**src/rtl/present128_block_encrypt_top_macros.svh**
```systemverilog
// Assertion macros shared by the PRESENT-128 encryption RTL.
`ifndef PRESENT128_BLOCK_ENCRYPT_TOP_MACROS_SVH
`define PRESENT128_BLOCK_ENCRYPT_TOP_MACROS_SVH

// Same-cycle implication, masked during reset
`define P128_ASSERT_NOW(label, clk, rst, ante, cons, msg) \
   label: assert property (@(posedge clk) disable iff (rst) (ante) |-> (cons)) \
      else $error(msg);

// Next-cycle implication, masked during reset
`define P128_ASSERT_NEXT(label, clk, rst, ante, cons, msg) \
   label: assert property (@(posedge clk) disable iff (rst) (ante) |=> (cons)) \
      else $error(msg);

`endif

```
**src/rtl/p128_pkg.sv**
```systemverilog
// Package for PRESENT-128 encryption: types, constants and round functions.
package p128_pkg;

   localparam int BLOCK_W = 64;
   localparam int KEY_W   = 128;
   localparam int ROUNDS  = 31;
   localparam int RND_W   = 5;
   localparam int CSR_IDX_W = 2;

   typedef logic [CSR_IDX_W-1:0] csr_idx_type;
   localparam csr_idx_type CSR_KEY_LOW  = 2'd0;
   localparam csr_idx_type CSR_KEY_HIGH = 2'd1;

   // One pipeline stage: valid bit, block state and running key
   typedef struct packed {
      logic               valid;
      logic [BLOCK_W-1:0] state;
      logic [KEY_W-1:0]   key;
   } stage_type;

   function automatic logic [3:0] sbox4(input logic [3:0] x);
      logic [3:0] y;
      case (x)
         4'h0: y = 4'hc;
         4'h1: y = 4'h5;
         4'h2: y = 4'h6;
         4'h3: y = 4'hb;
         4'h4: y = 4'h9;
         4'h5: y = 4'h0;
         4'h6: y = 4'ha;
         4'h7: y = 4'hd;
         4'h8: y = 4'h3;
         4'h9: y = 4'he;
         4'ha: y = 4'hf;
         4'hb: y = 4'h8;
         4'hc: y = 4'h4;
         4'hd: y = 4'h7;
         4'he: y = 4'h1;
         4'hf: y = 4'h2;
         default: y = 4'h0;
      endcase
      return y;
   endfunction

   function automatic logic [BLOCK_W-1:0] sub_layer(input logic [BLOCK_W-1:0] v);
      logic [BLOCK_W-1:0] res;
      for (int n = 0; n < BLOCK_W / 4; n++) begin
         res[4*n +: 4] = sbox4(v[4*n +: 4]);
      end
      return res;
   endfunction

   // Bit j moves to (16*j) mod 63; the top bit stays put
   function automatic logic [BLOCK_W-1:0] perm_layer(input logic [BLOCK_W-1:0] v);
      logic [BLOCK_W-1:0] res;
      for (int j = 0; j < BLOCK_W; j++) begin
         res[(j == BLOCK_W - 1) ? j : ((16 * j) % (BLOCK_W - 1))] = v[j];
      end
      return res;
   endfunction

   // Key schedule: rotate left 61, S-box on top byte, counter into bits 66..62
   function automatic logic [KEY_W-1:0] key_update(input logic [KEY_W-1:0] k,
                                                   input logic [RND_W-1:0] rnd);
      logic [KEY_W-1:0] r;
      r = {k[66:0], k[127:67]};
      r[127:124] = sbox4(r[127:124]);
      r[123:120] = sbox4(r[123:120]);
      r[66:62]   = r[66:62] ^ rnd;
      return r;
   endfunction

endpackage

```
**src/rtl/p128_round.sv**
```systemverilog
// One registered PRESENT round: add round key, S-box layer, permutation, key update.
module p128_round (
   input  logic                          clock,
   input  logic                          reset,
   input  p128_pkg::stage_type           stage_in,
   input  logic [p128_pkg::RND_W-1:0]    rnd,
   output p128_pkg::stage_type           stage_out
);
   import p128_pkg::*;

   stage_type stage_in_w;
   stage_type stage_ff;

   // Round datapath on the incoming word
   always_comb begin
      stage_in_w.valid = stage_in.valid;
      stage_in_w.state = perm_layer(sub_layer(stage_in.state ^ stage_in.key[KEY_W-1 -: BLOCK_W]));
      stage_in_w.key   = key_update(stage_in.key, rnd);
   end

   // Valid bit is reset; payload is not
   always_ff @(posedge clock) begin
      if (reset) begin
         stage_ff.valid <= 1'b0;
      end else begin
         stage_ff.valid <= stage_in_w.valid;
      end
      stage_ff.state <= stage_in_w.state;
      stage_ff.key   <= stage_in_w.key;
   end

   assign stage_out = stage_ff;

endmodule

```
**config.mk**
```make
export PLATFORM = sky130hd
export DESIGN_NAME = p128_round
export DESIGN_NICKNAME = d
export VERILOG_FILES = /design/src/rtl/present128_block_encrypt_top_macros.svh /design/src/rtl/p128_pkg.sv /design/src/rtl/p128_round.sv
export SDC_FILE = /design/constraint.sdc
export NUM_CORES = 1
export LEC_CHECK = 0
export BUFFER_PORTS_ARGS = -buffer_cell sky130_fd_sc_hd__buf_2
export CORE_AREA = 2 2 152 154
export CTS_CLUSTER_SIZE = 40
export DETAILED_ROUTE_END_ITERATION = 8
export DIE_AREA = 0 0 154 156
export PLACE_DENSITY_LB_ADDON = 0.25
export SYNTH_ARGS = -nofsm -noshare
export SYNTH_HDL_FRONTEND = slang
export SYNTH_SLANG_ARGS = --single-unit
```
**constraint.sdc**
```tcl
create_clock -name clock -period 2.82 [get_ports clock]
set_input_delay 0.564 -clock clock [delete_from_list [all_inputs] [get_ports clock]]
set_output_delay 0.564 -clock clock [all_outputs]
set_load 0.1 [all_outputs]
```
Word level (Yosys, flattened, before mapping)
Memories as Yosys holds them, arrays and structs flattened. A register that Yosys moved wholly into a read port is not among the register bits.
Cells that the tools add are included.
W data, S select, Z words.

word-level totals
  output and inout port bits = 193
  input port bits = 200
  bits in registers = 129
  word-level logic and storage cells = 22
  bits in read-only memories = 1,152
  memories = 18

memory list
  name              depth  width  read ports  clocked after Yosys merged registers in  write ports  RTL line        RTL
  (name not given)  16     4      1           1                                        0            p128_pkg.sv:23  case (x)
  (name not given)  16     4      1           1                                        0            p128_pkg.sv:23
  (name not given)  16     4      1           1                                        0            p128_pkg.sv:23
  (name not given)  16     4      1           1                                        0            p128_pkg.sv:23
  (name not given)  16     4      1           1                                        0            p128_pkg.sv:23
  (name not given)  16     4      1           1                                        0            p128_pkg.sv:23
  +12 memories      -      -      -           -                                        -            -

cells by class
  bitwise gates (word level) = 2

operators by type and width
  operator          count
  $xor A64 B64 Y64  1
  $xor A5 B5 Y5     1

Longest topological paths before layout
  depth after elaboration = 1
  depth in mapped cells = 6
  gate-level depth less buffers = 5

Worst setup path before layout
Ideal clock, no wire load.

  path kind = input port to flip-flop
  start point = input stage_in[65] (netlist bit)
  end point = register stage_out[160] (netlist name)
  arrival time = 1.714 ns
  buffers on the path = 1
  setup slack = 0.972 ns
  required time = 2.686 ns
  stages = 5
  setup time = 0.134 ns
  cells stage by stage = buf_6 > xnor2_1 > inv_1 > ha_1 > mux4_2

between the ends
  word-level cells in the longest chain between the ends = 1

ends and longest elaborated chain
  element           RTL line          RTL
  start, declared   p128_round.sv:5   input p128_pkg::stage_type stage_in,
  $xor A64 B64 Y64  p128_round.sv:17  stage_in_w.state = perm_layer(sub_layer(stage_in.state ^ stage_in.key[KEY_W-1 -: BLOCK_W]));

No other way between the ends.
A chain may end at the register's enable or synchronous reset.

Worst setup path after layout
  start point = register stage_ff, in the netlist stage_out[34]
  end point = output stage_out[34] (netlist bit)

RTL lines
  element          RTL line          RTL
  start, declared  p128_round.sv:12  stage_type stage_ff;
  end, declared    p128_round.sv:7   output p128_pkg::stage_type stage_out

No word-level cell between the ends.

==> results by group <==
CTS
  • CTS tree: yes
  • Clock buffers created by TritonCTS: 17
  • Reg clk slew, reported paths: 0.08 ns
  • Hold Buf Count CTS: 0
  • Clock buffer depth: 2
  • Setup Buffers After CTS: 0
  • Root Driver: clkbuf_16
  • H-tree depth: 4
  • Post-CTS Resized: 0
  • CTS sink count: 193

Placed design
  • Port bufs: 392
  • GP Congestion: 0.793
  • Dpl hpwl: 15.2 mm

STA
  • Setup TNS: 0 ns
  • Fmax: 0.541 GHz
  • Slew headroom: 0.530
  • Post-layout min period: 1.85 ns
  • Crit share post-route: 0.656
  • Fin. max-slew vios: 0
  • Final Hold Fails: 0
  • RSZ-0062 raised after global routing: no
  • Slew @ Worst Pin: 0.700 ns
  • Setup violations, final: 0

Finish
  • Fraction of layout cells with a size suffix above 1: 0.461
  • Fin nets: 1,224
  • Max reg flops: 193
  • Layout area overhead: 38.6%

Hold path
  • Hold Path Class: in -> reg
  • Hold Path Stages: 1
  • WHS Endpoint: stage_out[109]$_DFF_P_
  • Hold path startpoint: stage_in[48]

Global routing
  • GRT Overall Usage: 0.147
  • Number of global-route vias before repair: 5,282
  • Global routing's busiest layer: met2
  • Grt met2 use: 0.268
  • Routing usage on met3: 0.0514
  • First-pass GRT wire length: 27.3 mm
  • Met1 usage: 0.161
  • Pin count of the biggest net entering global routing: 19
  • Initial antenna violation count: 5
  • Grt total ovfl: 0

Synthesis
  • Post-Syn Area: 7380 µm²
  • Top-count cell post-synth: dfxtp_1
  • Post-synthesis mux area share: 0.134
  • Post-synthesis cell type count: 26
  • Adder-cell share of the synthesized area: 0.0984
  • Sequential share of the synthesized area: 0.524
  • Synth async-reset ratio: 0
  • Number of flops mapped to enable cells by yosys: 0
  • Synth Area in Compound Gates: 0.0590
  • Leading post-synthesis cells by cell area: dfxtp_1, ha_1, mux2i_1, xnor2_1, mux4_1
  • Post-synthesis net count: 816
  • Xor/xnor share of the synthesized area: 0.131
  • Simple-gate share of the synthesized area: 0.0151
  • Post-synth top cells: dfxtp_1, inv_1, ha_1, mux2i_1, xnor2_1
  • Seq cells post-synth: 193
  • Largest family of logic cells by synthesized area: multiplexers
  • Synth warnings: 0
  • Most used DFF post-synth: dfxtp_1
  • Yosys top cell by area: dfxtp_1
  • Mapped Avg Cell Area: 13.2 µm²
  • Area share of the largest cell type after synthesis: 0.524
  • Synth Instances: 558

Pwr
  • PwrDens: 903 nW/µm²
  • Leak Pwr: 5.07 nW
  • Peak supply drop: 348 µV
  • Design Power: 9.23 mW

Routing
  • Routed vias: 5,402
  • Final ANT Viol Nets: 0
  • DR vias/cell: 4.26
  • # DRC: 0
  • Post-Route WL: 18.5 mm
  • Drt pass-1 iters: 4
  • Iter 0 DRT Violations: 117
  • WL per Instance: 14.6 µm

Critical path
  • Family with the most delay on the worst path: buffers and inverters
  • Worst path max stage delay: 0.46 ns
  • Critical path endpoint category: primary output
  • Worst setup SP type: flip-flop
  • Crit Path Category: reg -> out
  • CP Buf/Inv Count: 1
  • Crit-path cells: buf_2
  • CP required: 2.26 ns
  • WP data arrival: 1.29 ns
  • Critical-path maximum fanout: 1
  • Slowest stage cell, crit path: buf_2

Die
  • Ports: 393
  • Die Area: 24,000 µm²
  • Chip Height: 156 µm
  • FP Rows: 55
  • Starting Density: 0.330
  • Core area: 22,400 µm²
  • Die Width: 154 µm

Flow run
  • Maxcap violations: 0

Outcome
  • Outcome: complete, no violations
## stage by stage
stage	instances	util	area, µm²	worst slack, ns	hold slack, ns
2_1_floorplan	558	-	7380	0.972	0.592
3_3_place_gp	1232	0.432	9670	0.779	0.666
3_5_place_dp	1232	0.432	9670	0.730	0.668
4_1_cts	1263	0.457	10200	0.923	0.214
5_1_grt	1264	0.457	10200	0.935	0.205
6_report	1267	0.457	10200	0.970	0.240
## final cells by class
| type | count | area (µm²) |
|---|---|---|
| Antenna cell | 4 | 10.0 |
| Clock buffer | 17 | 425 |
| Clock inverter | 14 | 121 |
| Fill cell | 2147 | 12100 |
| Inverter | 69 | 259 |
| Multi-Input combinational cell | 293 | 3230 |
| Sequential cell | 193 | 3860 |
| Tap cell | 285 | 357 |
| Timing Repair Buffer | 392 | 1960 |
## worst max-delay path by stage
stage               depth (start not counted)             startpoint                endpoint
floorplan                                   5           stage_in[65]  stage_out[160]$_DFF_P_
global placement                            5           stage_in[85]  stage_out[165]$_DFF_P_
detailed placement                          5           stage_in[81]  stage_out[164]$_DFF_P_
CTS                                         1  stage_out[34]$_DFF_P_           stage_out[34]
global route                                1  stage_out[34]$_DFF_P_           stage_out[34]
finish                                      1  stage_out[34]$_DFF_P_           stage_out[34]
## cells by family (layout without fill, tap and decap cells)
kind of cell / Yosys count / after routing
DFF: 193 / 193
xor gates and xnor gates: 87 / 87
buffers and inverters: 72 / 492
muxes: 69 / 69
adders and majority gates: 58 / 58
AOI/OAI and AO/OA: 57 / 57
and+or+nand+nor: 22 / 22
other: 0 / 4
## per-layer routing
metal  routed length, µm  vias up
li1                    -     2717
met3                1410       10
met5                  13        -
met4                 170        2
met2                9500      211
met1                7370     2462
## placed cells by master (no fill, tap or decap), types with 2 or more instances in the layout
cell type / n
buf_2: 392
dfxtp_1: 193
inv_1: 69
ha_1: 58
mux2i_1: 49
xnor2_1: 46
xor2_1: 21
o21ai_0: 21
clkbuf_16: 17
nand3_1: 16
o221a_1: 16
o211ai_1: 15
xor2_2: 12
mux4_1: 12
mux4_2: 8
diode_2: 4
xor2_4: 4
inv_6: 4
inv_8: 4
xnor2_2: 3
o21a_1: 3
clkinvlp_4: 3
nor2_1: 2
clkinv_2: 2
## report_power, final
group          switching, mW  internal (mW)
clock network           1.14           1.16
logic                   3.08          0.719
registers             0.0800           3.05
total                   4.30           4.93
(Power assumes the default switching activity.)
